## config.mk

```make
export PLATFORM = sky130hd
export DESIGN_NAME = aljcpu_ctrl
export DESIGN_NICKNAME = d
export VERILOG_FILES = /design/src/aljcpu_pkg.sv /design/src/aljcpu_ctrl.sv
export SDC_FILE = /design/constraint.sdc
export NUM_CORES = 1
export LEC_CHECK = 0
export ABC_AREA = 1
export BUFFER_PORTS_ARGS = -buffer_cell sky130_fd_sc_hd__buf_2
export CAP_MARGIN = 20
export CORE_MARGIN = 8
export CORE_UTILIZATION = 43
export DETAILED_ROUTE_END_ITERATION = 8
export GPL_TIMING_DRIVEN = 0
export PLACE_DENSITY = 0.79
export SYNTH_ARGS = -nofsm -noshare
export SYNTH_HDL_FRONTEND = slang
export SYNTH_SLANG_ARGS = --single-unit
```

## constraint.sdc

```tcl
create_clock -name clk -period 1.4 [get_ports clk]
set_input_delay 0.21 -clock clk [delete_from_list [all_inputs] [get_ports clk]]
set_output_delay 0.21 -clock clk [all_outputs]
set_load 0.02 [all_outputs]
```

## src/aljcpu_pkg.sv

```systemverilog
// shared types, opcodes and datapath select codes for the accumulator cpu step block
package aljcpu_pkg;

  localparam int MEM_BYTES_DEF = 65536;
  localparam int CFG_AW        = 3;

  localparam logic [15:0] PC_RESET   = 16'hFFFA;
  localparam logic [15:0] STACK_BASE = 16'h0100;

  // item commands
  localparam logic CMD_WRITE = 1'b0;
  localparam logic CMD_EXEC  = 1'b1;

  // opcodes
  localparam logic [7:0] OP_LDA_IMM  = 8'hA9;
  localparam logic [7:0] OP_LDA_ZP   = 8'hA5;
  localparam logic [7:0] OP_LDA_ZPX  = 8'hB5;
  localparam logic [7:0] OP_LDA_ABS  = 8'hAD;
  localparam logic [7:0] OP_LDA_ABSX = 8'hBD;
  localparam logic [7:0] OP_LDA_ABSY = 8'hB9;
  localparam logic [7:0] OP_LDA_INDX = 8'hA1;
  localparam logic [7:0] OP_LDA_INDY = 8'hB1;
  localparam logic [7:0] OP_JSR      = 8'h20;
  localparam logic [7:0] OP_RTS      = 8'h60;

  // memory address source
  typedef logic [3:0] addr_sel_t;
  localparam addr_sel_t ADDR_PC   = 4'd0;
  localparam addr_sel_t ADDR_ZP   = 4'd1;
  localparam addr_sel_t ADDR_PTR  = 4'd2;
  localparam addr_sel_t ADDR_WORD = 4'd3;
  localparam addr_sel_t ADDR_STK  = 4'd4;
  localparam addr_sel_t ADDR_STK1 = 4'd5;
  localparam addr_sel_t ADDR_RET  = 4'd6;
  localparam addr_sel_t ADDR_RET1 = 4'd7;
  localparam addr_sel_t ADDR_IN   = 4'd8;
  localparam addr_sel_t ADDR_CLR  = 4'd9;

  // index register added to an address
  typedef logic [1:0] idx_sel_t;
  localparam idx_sel_t IDX_NONE = 2'd0;
  localparam idx_sel_t IDX_X    = 2'd1;
  localparam idx_sel_t IDX_Y    = 2'd2;

  // memory write data source
  typedef logic [1:0] wd_sel_t;
  localparam wd_sel_t WD_IN   = 2'd0;
  localparam wd_sel_t WD_PCL  = 2'd1;
  localparam wd_sel_t WD_PCH  = 2'd2;
  localparam wd_sel_t WD_ZERO = 2'd3;

  typedef struct packed {
    addr_sel_t addr_sel;
    idx_sel_t  idx_sel;
    wd_sel_t   wd_sel;
    logic      we;
    logic      in_ld;
    logic      clr_step;
    logic      op_ld;
    logic      lo_ld;
    logic      hi_ld;
    logic      ptr_ld;
    logic      pc_inc;
    logic      pc_jump;
    logic      pc_ret;
    logic      sp_add;
    logic      sp_sub;
    logic      acc_ld;
    logic      fault_set;
    logic      fault_clr;
  } dp_cmd_t;

  typedef struct packed {
    logic [7:0] rdata;
    logic [7:0] op;
    logic       clr_last;
  } dp_status_t;

  typedef struct packed {
    logic [7:0]  acc;
    logic        zero_flag;
    logic        negative_flag;
    logic [15:0] pc;
    logic [7:0]  sp;
    logic        fault;
  } arch_t;

endpackage

```

## src/aljcpu_ctrl.sv

```systemverilog
// controller: sequences memory accesses for clearing, writes and instructions
module aljcpu_ctrl (
  input  logic                   clk,
  input  logic                   rst,
  input  logic                   in_valid,
  input  logic                   in_cmd,
  input  logic                   out_free,
  input  aljcpu_pkg::dp_status_t status,
  output logic                   in_ready,
  output logic                   res_ld,
  output aljcpu_pkg::dp_cmd_t    cmd
);
  import aljcpu_pkg::*;

  localparam logic [3:0] S_CLEAR  = 4'd0;
  localparam logic [3:0] S_IDLE   = 4'd1;
  localparam logic [3:0] S_WRITE  = 4'd2;
  localparam logic [3:0] S_FETCH  = 4'd3;
  localparam logic [3:0] S_DECODE = 4'd4;
  localparam logic [3:0] S_OPER1  = 4'd5;
  localparam logic [3:0] S_OPER2  = 4'd6;
  localparam logic [3:0] S_PTR1   = 4'd7;
  localparam logic [3:0] S_PTR2   = 4'd8;
  localparam logic [3:0] S_LOAD   = 4'd9;
  localparam logic [3:0] S_JSR2   = 4'd10;
  localparam logic [3:0] S_RET1   = 4'd11;
  localparam logic [3:0] S_RET2   = 4'd12;
  localparam logic [3:0] S_DONE   = 4'd13;

  logic [3:0] state;
  logic [3:0] state_next;

  always_ff @(posedge clk) begin
    if (rst) begin
      state <= S_CLEAR;
    end else begin
      state <= state_next;
    end
  end

  assign in_ready = (state == S_IDLE);

  always_comb begin
    state_next = state;
    cmd        = '0;
    res_ld     = 1'b0;
    unique case (state)
      S_CLEAR: begin
        cmd.we       = 1'b1;
        cmd.addr_sel = ADDR_CLR;
        cmd.wd_sel   = WD_ZERO;
        cmd.clr_step = 1'b1;
        if (status.clr_last) begin
          state_next = S_IDLE;
        end
      end
      S_IDLE: begin
        if (in_valid) begin
          cmd.in_ld     = 1'b1;
          cmd.fault_clr = 1'b1;
          state_next    = (in_cmd == CMD_WRITE) ? S_WRITE : S_FETCH;
        end
      end
      S_WRITE: begin
        cmd.we       = 1'b1;
        cmd.addr_sel = ADDR_IN;
        cmd.wd_sel   = WD_IN;
        state_next   = S_DONE;
      end
      S_FETCH: begin
        cmd.addr_sel = ADDR_PC;
        cmd.pc_inc   = 1'b1;
        state_next   = S_DECODE;
      end
      S_DECODE: begin
        cmd.op_ld = 1'b1;
        unique case (status.rdata) inside
          OP_RTS: begin
            cmd.addr_sel = ADDR_RET;
            state_next   = S_RET1;
          end
          OP_LDA_IMM, OP_LDA_ZP, OP_LDA_ZPX, OP_LDA_ABS, OP_LDA_ABSX,
          OP_LDA_ABSY, OP_LDA_INDX, OP_LDA_INDY, OP_JSR: begin
            cmd.addr_sel = ADDR_PC;
            cmd.pc_inc   = 1'b1;
            state_next   = S_OPER1;
          end
          default: begin
            cmd.fault_set = 1'b1;
            state_next    = S_DONE;
          end
        endcase
      end
      S_OPER1: begin
        unique case (status.op) inside
          OP_LDA_IMM: begin
            cmd.acc_ld = 1'b1;
            state_next = S_DONE;
          end
          OP_LDA_ZP: begin
            cmd.addr_sel = ADDR_ZP;
            state_next   = S_LOAD;
          end
          OP_LDA_ZPX: begin
            cmd.addr_sel = ADDR_ZP;
            cmd.idx_sel  = IDX_X;
            state_next   = S_LOAD;
          end
          OP_LDA_INDX: begin
            cmd.addr_sel = ADDR_ZP;
            cmd.idx_sel  = IDX_X;
            cmd.ptr_ld   = 1'b1;
            state_next   = S_PTR1;
          end
          OP_LDA_INDY: begin
            cmd.addr_sel = ADDR_ZP;
            cmd.ptr_ld   = 1'b1;
            state_next   = S_PTR1;
          end
          OP_LDA_ABS, OP_LDA_ABSX, OP_LDA_ABSY, OP_JSR: begin
            cmd.lo_ld    = 1'b1;
            cmd.addr_sel = ADDR_PC;
            cmd.pc_inc   = 1'b1;
            state_next   = S_OPER2;
          end
          default: state_next = S_DONE;
        endcase
      end
      S_OPER2: begin
        unique case (status.op) inside
          OP_LDA_ABS: begin
            cmd.addr_sel = ADDR_WORD;
            state_next   = S_LOAD;
          end
          OP_LDA_ABSX: begin
            cmd.addr_sel = ADDR_WORD;
            cmd.idx_sel  = IDX_X;
            state_next   = S_LOAD;
          end
          OP_LDA_ABSY: begin
            cmd.addr_sel = ADDR_WORD;
            cmd.idx_sel  = IDX_Y;
            state_next   = S_LOAD;
          end
          OP_JSR: begin
            // pc already points past the operands: push its low byte
            cmd.hi_ld    = 1'b1;
            cmd.we       = 1'b1;
            cmd.addr_sel = ADDR_STK;
            cmd.wd_sel   = WD_PCL;
            state_next   = S_JSR2;
          end
          default: state_next = S_DONE;
        endcase
      end
      S_PTR1: begin
        cmd.lo_ld    = 1'b1;
        cmd.addr_sel = ADDR_PTR;
        state_next   = S_PTR2;
      end
      S_PTR2: begin
        cmd.addr_sel = ADDR_WORD;
        cmd.idx_sel  = (status.op == OP_LDA_INDY) ? IDX_Y : IDX_NONE;
        state_next   = S_LOAD;
      end
      S_LOAD: begin
        cmd.acc_ld = 1'b1;
        state_next = S_DONE;
      end
      S_JSR2: begin
        cmd.we       = 1'b1;
        cmd.addr_sel = ADDR_STK1;
        cmd.wd_sel   = WD_PCH;
        cmd.pc_jump  = 1'b1;
        cmd.sp_add   = 1'b1;
        state_next   = S_DONE;
      end
      S_RET1: begin
        cmd.lo_ld    = 1'b1;
        cmd.addr_sel = ADDR_RET1;
        state_next   = S_RET2;
      end
      S_RET2: begin
        cmd.pc_ret = 1'b1;
        cmd.sp_sub = 1'b1;
        state_next = S_DONE;
      end
      S_DONE: begin
        if (out_free) begin
          res_ld     = 1'b1;
          state_next = S_IDLE;
        end
      end
      default: state_next = S_IDLE;
    endcase
  end

endmodule

```

# Yosys cells after proc, flatten, opt, wreduce, memory -nomap -nowiden
# Index checks and enable logic that the tools add are counted.
dict set report totals {
  register_bits 4
  inputBits 22
  output_inout_bits 25
}
dict set report classes {
  eq_ne 35
  muxes 38
  reduce_logical 12
}
# cell count
set op_table {}
lappend op_table {{8-bit == test, second input constant} 16}
lappend op_table {{4-bit one-hot mux with 11 select lines} 1}
lappend op_table {{4-bit one-hot mux with 9 select lines} 1}
lappend op_table {{4-bit == test, second input constant} 6}
lappend op_table {{1-bit 2-to-1 mux} 20}
lappend op_table {{4-bit by 3-bit == test with 1-bit output, second input constant} 4}
lappend op_table {{8-bit by 6-bit == test with 1-bit output, second input constant} 2}
lappend op_table {{4-bit 2-to-1 mux} 3}
lappend op_table {{3-bit one-hot mux with 2 select lines} 2}
lappend op_table {{3-bit one-hot mux with 4 select lines} 1}
lappend op_table {{4-bit one-hot mux with 3 select lines} 1}
lappend op_table {{4-bit OR reduction} 3}
lappend op_table {{10-bit OR reduction} 1}
lappend op_table {{9-bit OR reduction} 1}
lappend op_table {{4-bit by 2-bit == test with 1-bit output, second input constant} 2}
lappend op_table {{8-bit by 7-bit == test with 1-bit output, second input constant} 1}
lappend op_table {{4-bit one-hot mux with 2 select lines} 1}
lappend op_table {{2-bit OR reduction} 4}
lappend op_table {{2-bit != test, second input constant} 3}
lappend op_table {{2-bit one-hot mux with 3 select lines} 1}
lappend op_table {{4-bit by 1-bit == test with 1-bit output, second input constant} 1}
lappend op_table {{4-bit zero test} 1}
lappend op_table {{2-bit 2-to-1 mux} 2}
lappend op_table {{1-bit one-hot mux with 2 select lines} 2}
lappend op_table {{5 further kinds} 5}

# Logic depth before layout (Yosys ltp)
# Gate-level depths: netlist of the first run.
dict set report logic_depth {
  ltp_word 4
  depth_mapped 11
  mapped_depth_nobuf 11
}

# Least setup slack after synthesis of the first run
# No wires, ideal clock.
dict set report synth_timing {
  path_kind {register to output}
  startpoint {reg state[3]}
  endpoint {out cmd[7] (netlist name)}
  t_arrival_ns 1.329
  path_slack_ns -0.139
  path_stages_with_launch 6
  cell_sequence {dfxtp_1 -> inv_1 -> nand2_1 -> nor2_2 -> inv_1 -> o221ai_1}
}
# element line
set synth_rtl {}
lappend synth_rtl {{from (decl)} aljcpu_ctrl.sv:30} ;# logic [3:0] state;
lappend synth_rtl {{from (signal assigned)} aljcpu_ctrl.sv:37} ;# state <= state_next;
lappend synth_rtl {{to (decl)} aljcpu_ctrl.sv:11} ;# output aljcpu_pkg::dp_cmd_t cmd

==> flow_summary.toml, run 1 <==
[status]
outcome = "finished, violations left"
violations = "negative setup slack"

[worst_setup_path]
regToRegSetupSlack_ps = -210
start_kind = "flop"
crit_path_max_incr_delay_ps = 380
r2r_cells = 9
timing.rr.start = "state[1]"
arrival_ps = 1530
timing.critical_path.from = "state[1]"
regToRegEndpoint = "state[2]"
worst_setup_path_end_kind = "output pin"
crit_chain = "inv_4, nand2_4, nor2_4, nand3_2, nand2_1, inv_1, o21ai_1, buf_4"
critical_path_class = "reg -> out"
cp_max_fo = 5
crit_end = "cmd[21]"
cp_data_required_time_ps = 1190
slowest_stage = "dfxtp_4"

[place]
placement.io_buffers = 46
gp_congestion = 0.9694
hpwl_um = 2363
post-place-ws_ps = -215.3

[timing]
fin_tns_setup_ps = -4144
rsz0062_at_grt = "true"
fin_skew_ps = 2.941
finalHoldViolations = 0
whs_ps = 170.2
maxSlewViolCount = 0
worst_pin_slew_ps = 343.1
fin_ws_ps = -336.5
slew_headroom_pct = 76.95
finalCriticalPeriod_ps = 1736
max_freq_mhz = 575.9
fin_crit_sh_pct = 124.0
setup_violations = 27

[layout]
reg_top3 = "state (4)"
num-nets-final = 258
largest-register = "state"
largest_reg_flops = 4
num_antenna_cells = 0
drive_gt1_share_pct = 53.42
layout_common_cells = "inv_1 (29), nand2_1 (29), buf_4 (29)"
area_growth_pct = 99.21
nFillCells = 86

[global_routing]
met2_usage_pct = 33.64
grtUsageMet1_pct = 19.36
grt_overflow = 0
grt_max_degree = 7
top_usage_layer = "met2"
grt_pass1_vias = 1276
grt_pass1_wl_um = 5223
antenna_found_initial = 0
grtUsageTotal_pct = 18.30
use_met3_pct = 4.783

[floorplan]
rows = 15
dieArea_um2 = 3471
placeableCoreArea_um2 = 1727
start_util_pct = 45.87
die_w_um = 58.92
io_pins = 47
dieHeight_um = 58.92

[clocking]
cts_buffers = 3
cts_hold_buf = 0
cts_tree = "yes"
path_clk_slew_ps = 30
cts_sinks = 4
cts_max_level = 1
clkLatencyLatePin_ps = 230
clock_path_buffers = 2
cts-root-buf = "clkbuf_4"

[pwr]
power_density_nw_per_um2 = 2001
ir_drop_v = 0.001211
p_leak_nw = 0.8507

[drt]
drt_first_pass_iters = 5
drt_wl_total_um = 5022
dr.first_iter.drc_count = 106
drt-wirelength-per-cell_um = 19.39
ant_nets = 0
vias_per_cell = 6.066
route.detailed.drc = 0
vias = 1571

[synth]
ys_warn_count = 0
synth.net_count = 187
netlist_instances = 165
synth_cell_types = 19
yosys-top-cells-area = "nand2_1 (19%), inv_1 (18%), nor2_1 (16%)"
ys_seq_elements = 4
synthXorXnorAreaFrac_pct = 0
synth_seq_area_share_pct = 10.11
synth_compound_gate_area_share_pct = 9.479
synth_mux_area_share_pct = 0
syn-cell-area_um2 = 792.0
synthSimpleGateAreaFrac_pct = 59.08
synth_top_family_by_area = "simple AND/OR/NAND/NOR gates"
yosys.area.top_type = "nand2_1"
syn_area_per_cell_um2 = 4.800
synth-adder-area-share_pct = 0
synthDominantCellAreaShare_pct = 19.43

[run]
maxCapViolations = 0

[worst_hold_path]
min_path_type = "in -> reg"
==> how the worst min path moves through the flow <==
stage	start	to	slack, ps	cells after the start
after floorplan	rst	state[2]	270	1
after global placement	rst	state[1]	400	2
after detailed placement	rst	state[2]	400	2
after CTS	rst	state[1]	150	2
after global routing	rst	state[1]	170	2
final	rst	state[1]	170	2
==> kinds of logic after synthesis <==
family,count (synthesis)
simple gates,106
compound gates,13
flops,4
buf+inv,42
==> synth_stat cells <==
cell       n
nand2_1   41
inv_1     38
nor2_1    33
nand3_1   11
nand4_1   10
a21oi_1    4
dfxtp_1    4
nand2_2    4
o21ai_0    4
buf_4      3
nor2_2     3
nor3_1     2
o211ai_1   2
inv_2      1
nand3b_1   1
nor2_4     1
o21ai_1    1
o221ai_1   1
o22ai_1    1
==> layer usage <==
layer  share of wire (%)  wire length, um
met1                  34             1723
met2                  46             2330
met3                  11              539
met4                 8.5              428
met5                   0                0
==> final cells by class <==
cell class,instances,area (um^2),area share (%)
buffer,3,26.28,1.665
clock buffer,3,22.52,1.427
inverter,39,161.4,10.23
multi-input combinational,119,745.7,47.26
sequential,4,95.09,6.027
tap,25,31.28,1.983
timing repair buffer,66,495.5,31.40
==> critical path, delay by kind of cell (launching register included) <==
family	cells	cell delay [ps]
buffers and inverters	3	350
AND/OR/NAND/NOR	4	460
flip-flops	1	380
AO/OA/AOI/OAI	1	120
==> where the power goes <==
part           internal [mW]  total [mW]  switching (mW)
combinational           1.12        2.74            1.62
clock                 0.0957       0.141          0.0449
sequential             0.184       0.277          0.0929
total                   1.40        3.16            1.76
==> what timing repair did <==
item / CTS / global route
endpoints found under the setup margin: 25 / 27
pin swaps: 11 / 11
cloned: 0 / 0
endpoints found under the hold margin: 0 / 0
buffers inserted: 11 / 9
resized for setup: 52 / 52
==> stage by stage <==
step / instances / area [um^2] / util (%) / power (mW)
2_1_floorplan: 165 / 823.3 / - / 1.308
3_3_place_gp: 236 / 1085 / 62.83 / 1.739
3_5_place_dp: 236 / 1085 / 62.83 / 1.756
4_1_cts: 250 / 1348 / 78.04 / 2.317
5_1_grt: 259 / 1578 / 91.38 / 3.280
6_report: 259 / 1578 / 91.38 / 3.157
No activity file was read; power rests on OpenSTA's default activity.
==> inputs of run 2 (changes only) <==
==> constraint.sdc (replaced) <==
create_clock -name clk -period 1.4 [get_ports clk]
set_input_delay 0.28 -clock clk [delete_from_list [all_inputs] [get_ports clk]]
set_output_delay 0.28 -clock clk [all_outputs]
set_load 0.02 [all_outputs]
==> run 2 against run 1 <==
The flow now stops in global routing. Area after synthesis did not move. Synthesized cell count unchanged.
==> flow_summary.toml, run 2 <==
[synth]
ys_seq_elements = 4
netlist_instances = 165
synthDominantCellAreaShare_pct = 19.43
synthTopCellsByCount = "nand2_1 (41), inv_1 (38), nor2_1 (33)"
synth.net_count = 187
yosys-top-cells-area = "nand2_1 (19%), inv_1 (18%), nor2_1 (16%)"
async_flop_share_pct = 0
synth_edf_count = 0
synth_seq_area_share_pct = 10.11
ys_warn_count = 0
syn_area_per_cell_um2 = 4.800
synth_cell_types = 19
yosys.area.top_type = "nand2_1"
synth.most_common_cell = "nand2_1"
syn-cell-area_um2 = 792.0
ys.flop_type = "dfxtp_1"

[status]
error_line = "[ERROR DPL-0038] Utilization greater than 100%, impossible to legalize"
outcome = "stopped before the end"
stop_stage = "global routing"

[floorplan]
dieHeight_um = 58.92
rows = 15
io_pins = 47
die_w_um = 58.92
start_util_pct = 45.87

[clocking]
cts_max_level = 1
cts_sinks = 4
cts-root-buf = "clkbuf_4"
cts_hold_buf = 0
cts_buffers = 3
clock_path_buffers = 2

[place]
gp_congestion = 0.9773
post-place-ws_ps = -270.0
hpwl_um = 2350
placement.io_buffers = 46

[global_routing]
grt_max_degree = 7

[timing]
worst_endpoint = "cmd[2]"
worst_endpoint_kind = "top-level output"
## run 2: cell counts after synthesis
No cell type changed its count.
## run 2: per-stage QoR
step / cells / cell area [um^2] / TNS, ps
2_1_floorplan: 165 / 847.1 / -77.09
3_3_place_gp: 236 / 1109 / -1835
3_5_place_dp: 236 / 1109 / -2047
4_1_cts: 262 / 1633 / -3883
## run 2: what timing repair did
| action | in CTS |
|---|---|
| setup buffers | 23 |
| resized for setup | 107 |
| setup endpoints to repair | 27 |
| pin swaps | 29 |
## run 2: logic make-up after synthesis
group / after synthesis / synth area share, %
and+or+nand+nor: 106 / 59.08
buffers and inverters: 42 / 21.33
AOI/OAI and AO/OA: 13 / 9.478
DFF: 4 / 10.11
==> inputs of run 3 (changes only) <==
CORE_AREA = 8 8 69 71   (was default)
CORE_MARGIN = default   (was 8)
CORE_UTILIZATION = default   (was 43)
DIE_AREA = 0 0 77 79   (was default)
PLACE_DENSITY = default   (was 0.79)
PLACE_DENSITY_LB_ADDON = 0.15   (was default)
==> run 3 against run 2 <==
The flow now finishes, with violations (negative setup slack).
==> flow_summary.toml, run 3 (same netlist as run 1, synthesis figures left out) <==
[worst_setup_path]
cp_max_fo = 4
timing.rr.start = "state[2]"
regToRegSetupSlack_ps = -50
timing.critical_path.from = "state[3]"
r2r_cells = 10
cp_data_required_time_ps = 1120
cpMostUsedCell = "inv_4"
slowest_stage = "dfxtp_4"
worst_setup_path_end_kind = "output pin"
crit_chain = "inv_6, nand2_8, inv_4, nand2_4, inv_4, nand4_1, o211ai_1, buf_4"
regToRegEndpoint = "state[2]"
arrival_ps = 1390
crit_end = "cmd[17]"
start_kind = "flop"
critical_path_class = "reg -> out"
crit_path_max_incr_delay_ps = 350

[place]
placement.io_buffers = 46
placed_area_um2 = 1140
post-place-ws_ps = -304.2
gp_congestion = 0.8169
hpwl_um = 2574

[clocking]
cts_sinks = 4
cts-root-buf = "clkbuf_8"
cts_buffers = 3
path_clk_slew_ps = 30
cts_max_level = 1
cts_tree = "yes"
cts_hold_buf = 0
clkLatencyLatePin_ps = 210
clock_path_buffers = 2

[floorplan]
io_pins = 47
rows = 23
placeableCoreArea_um2 = 3799
dieHeight_um = 79
die_w_um = 77
dieArea_um2 = 6083
start_util_pct = 20.85

[layout]
num-nets-final = 262
multiInputGateArea_um2 = 785.8
largest-register = "state"
nFillCells = 425
largest_reg_flops = 4
num_antenna_cells = 0
reg_top3 = "state (4)"
final_common_cell = "nand2_1"
layout_common_cells = "nand2_1 (28), buf_4 (26), inv_1 (24), buf_6 (24), buf_2 (22)"
final_area_um2 = 1744
drive_gt1_share_pct = 59.66
area_growth_pct = 120.2
fin_util_pct = 45.92
register_area_um2 = 95.09

[global_routing]
antenna_found_initial = 0
grt_overflow = 0
grt_pass1_wl_um = 5492
grt_pass1_vias = 1239
grtUsageTotal_pct = 10.63
grt_max_degree = 8

[drt]
vias_per_cell = 4.326
dr.first_iter.drc_count = 75
drt-wirelength-per-cell_um = 11.82
route.detailed.drc = 0
drt_wl_total_um = 3404
drt_first_pass_iters = 4
ant_nets = 0
vias = 1246

[run]
maxCapViolations = 0

[worst_hold_path]
hold_depth = 2
min_path_type = "in -> reg"

[pwr]
p_leak_nw = 0.9165
power_density_nw_per_um2 = 1805
ir_drop_v = 0.0006636

[timing]
fin_ws_ps = -271.0
slew_headroom_pct = 82.40
rsz0062_at_grt = "true"
fin_tns_setup_ps = -3167
finalHoldViolations = 0
maxSlewViolCount = 0
max_freq_mhz = 598.4
worst_pin_slew_ps = 261.9
setup_violations = 22
finalCriticalPeriod_ps = 1671
fin_skew_ps = 2.611
fin_crit_sh_pct = 119.4

[status]
outcome = "finished, violations left"
violations = "negative setup slack"
[run 3: per-stage QoR]
| step | hold slack, ps | total power [mW] | instances |
|---|---|---|---|
| 3_5_place_dp | 469.3 | 1.814 | 261 |
| 4_1_cts | 244.2 | 2.646 | 279 |
| 5_1_grt | 246.8 | 3.384 | 288 |
| 2_1_floorplan | 345.0 | 1.340 | 165 |
| 6_report | 238.6 | 3.148 | 288 |
| 3_3_place_gp | 468.5 | 1.819 | 261 |
[run 3: worst min-delay path by stage]
stage	slack [ps]	startpoint	end
final	240	rst	state[1]
after global routing	250	rst	state[1]
after CTS	240	rst	state[1]
after detailed placement	470	rst	state[2]
after global placement	470	rst	state[2]
after floorplan	340	rst	state[2]
[run 3: power breakdown]
group          switching (mW)  internal, mW
Combinational            1.43          1.22
Clock                  0.0525         0.183
Sequential             0.0848         0.184
Total                    1.56          1.58
[run 3: worst max-delay path, delay by kind of cell, from the launching register on]
family / cells / cell delay [ps]
buffers and inverters: 4 / 380
AND/OR/NAND/NOR: 3 / 250
flip-flops: 1 / 350
AO/OA/AOI/OAI: 1 / 200
[run 3: what timing repair did]
action | 4_1_cts | 5_1_grt
endpoints found under the setup margin | 28 | 29
pin swaps | 14 | 19
gates cloned | 0 | 0
buffers inserted | 15 | 10
gates resized for setup | 65 | 58
[run 3: metal layers]
layer | vias up | global-route usage (%) | share of wire [%]
li1 | 664 | - | -
met2 | 33 | 19.54 | 53
met5 | - | 0 | 0
met3 | 0 | 2.709 | 5.6
met4 | 0 | 2.642 | 0
met1 | 549 | 11.97 | 41
[run 3: area by class of cell]
| cell class | instances | area share (%) |
|---|---|---|
| buffer | 3 | 1.722 |
| clock buffer | 3 | 2.367 |
| inverter | 39 | 9.397 |
| multi-input combinational | 119 | 45.05 |
| sequential | 4 | 5.452 |
| tap | 50 | 3.587 |
| timing repair buffer | 70 | 32.42 |
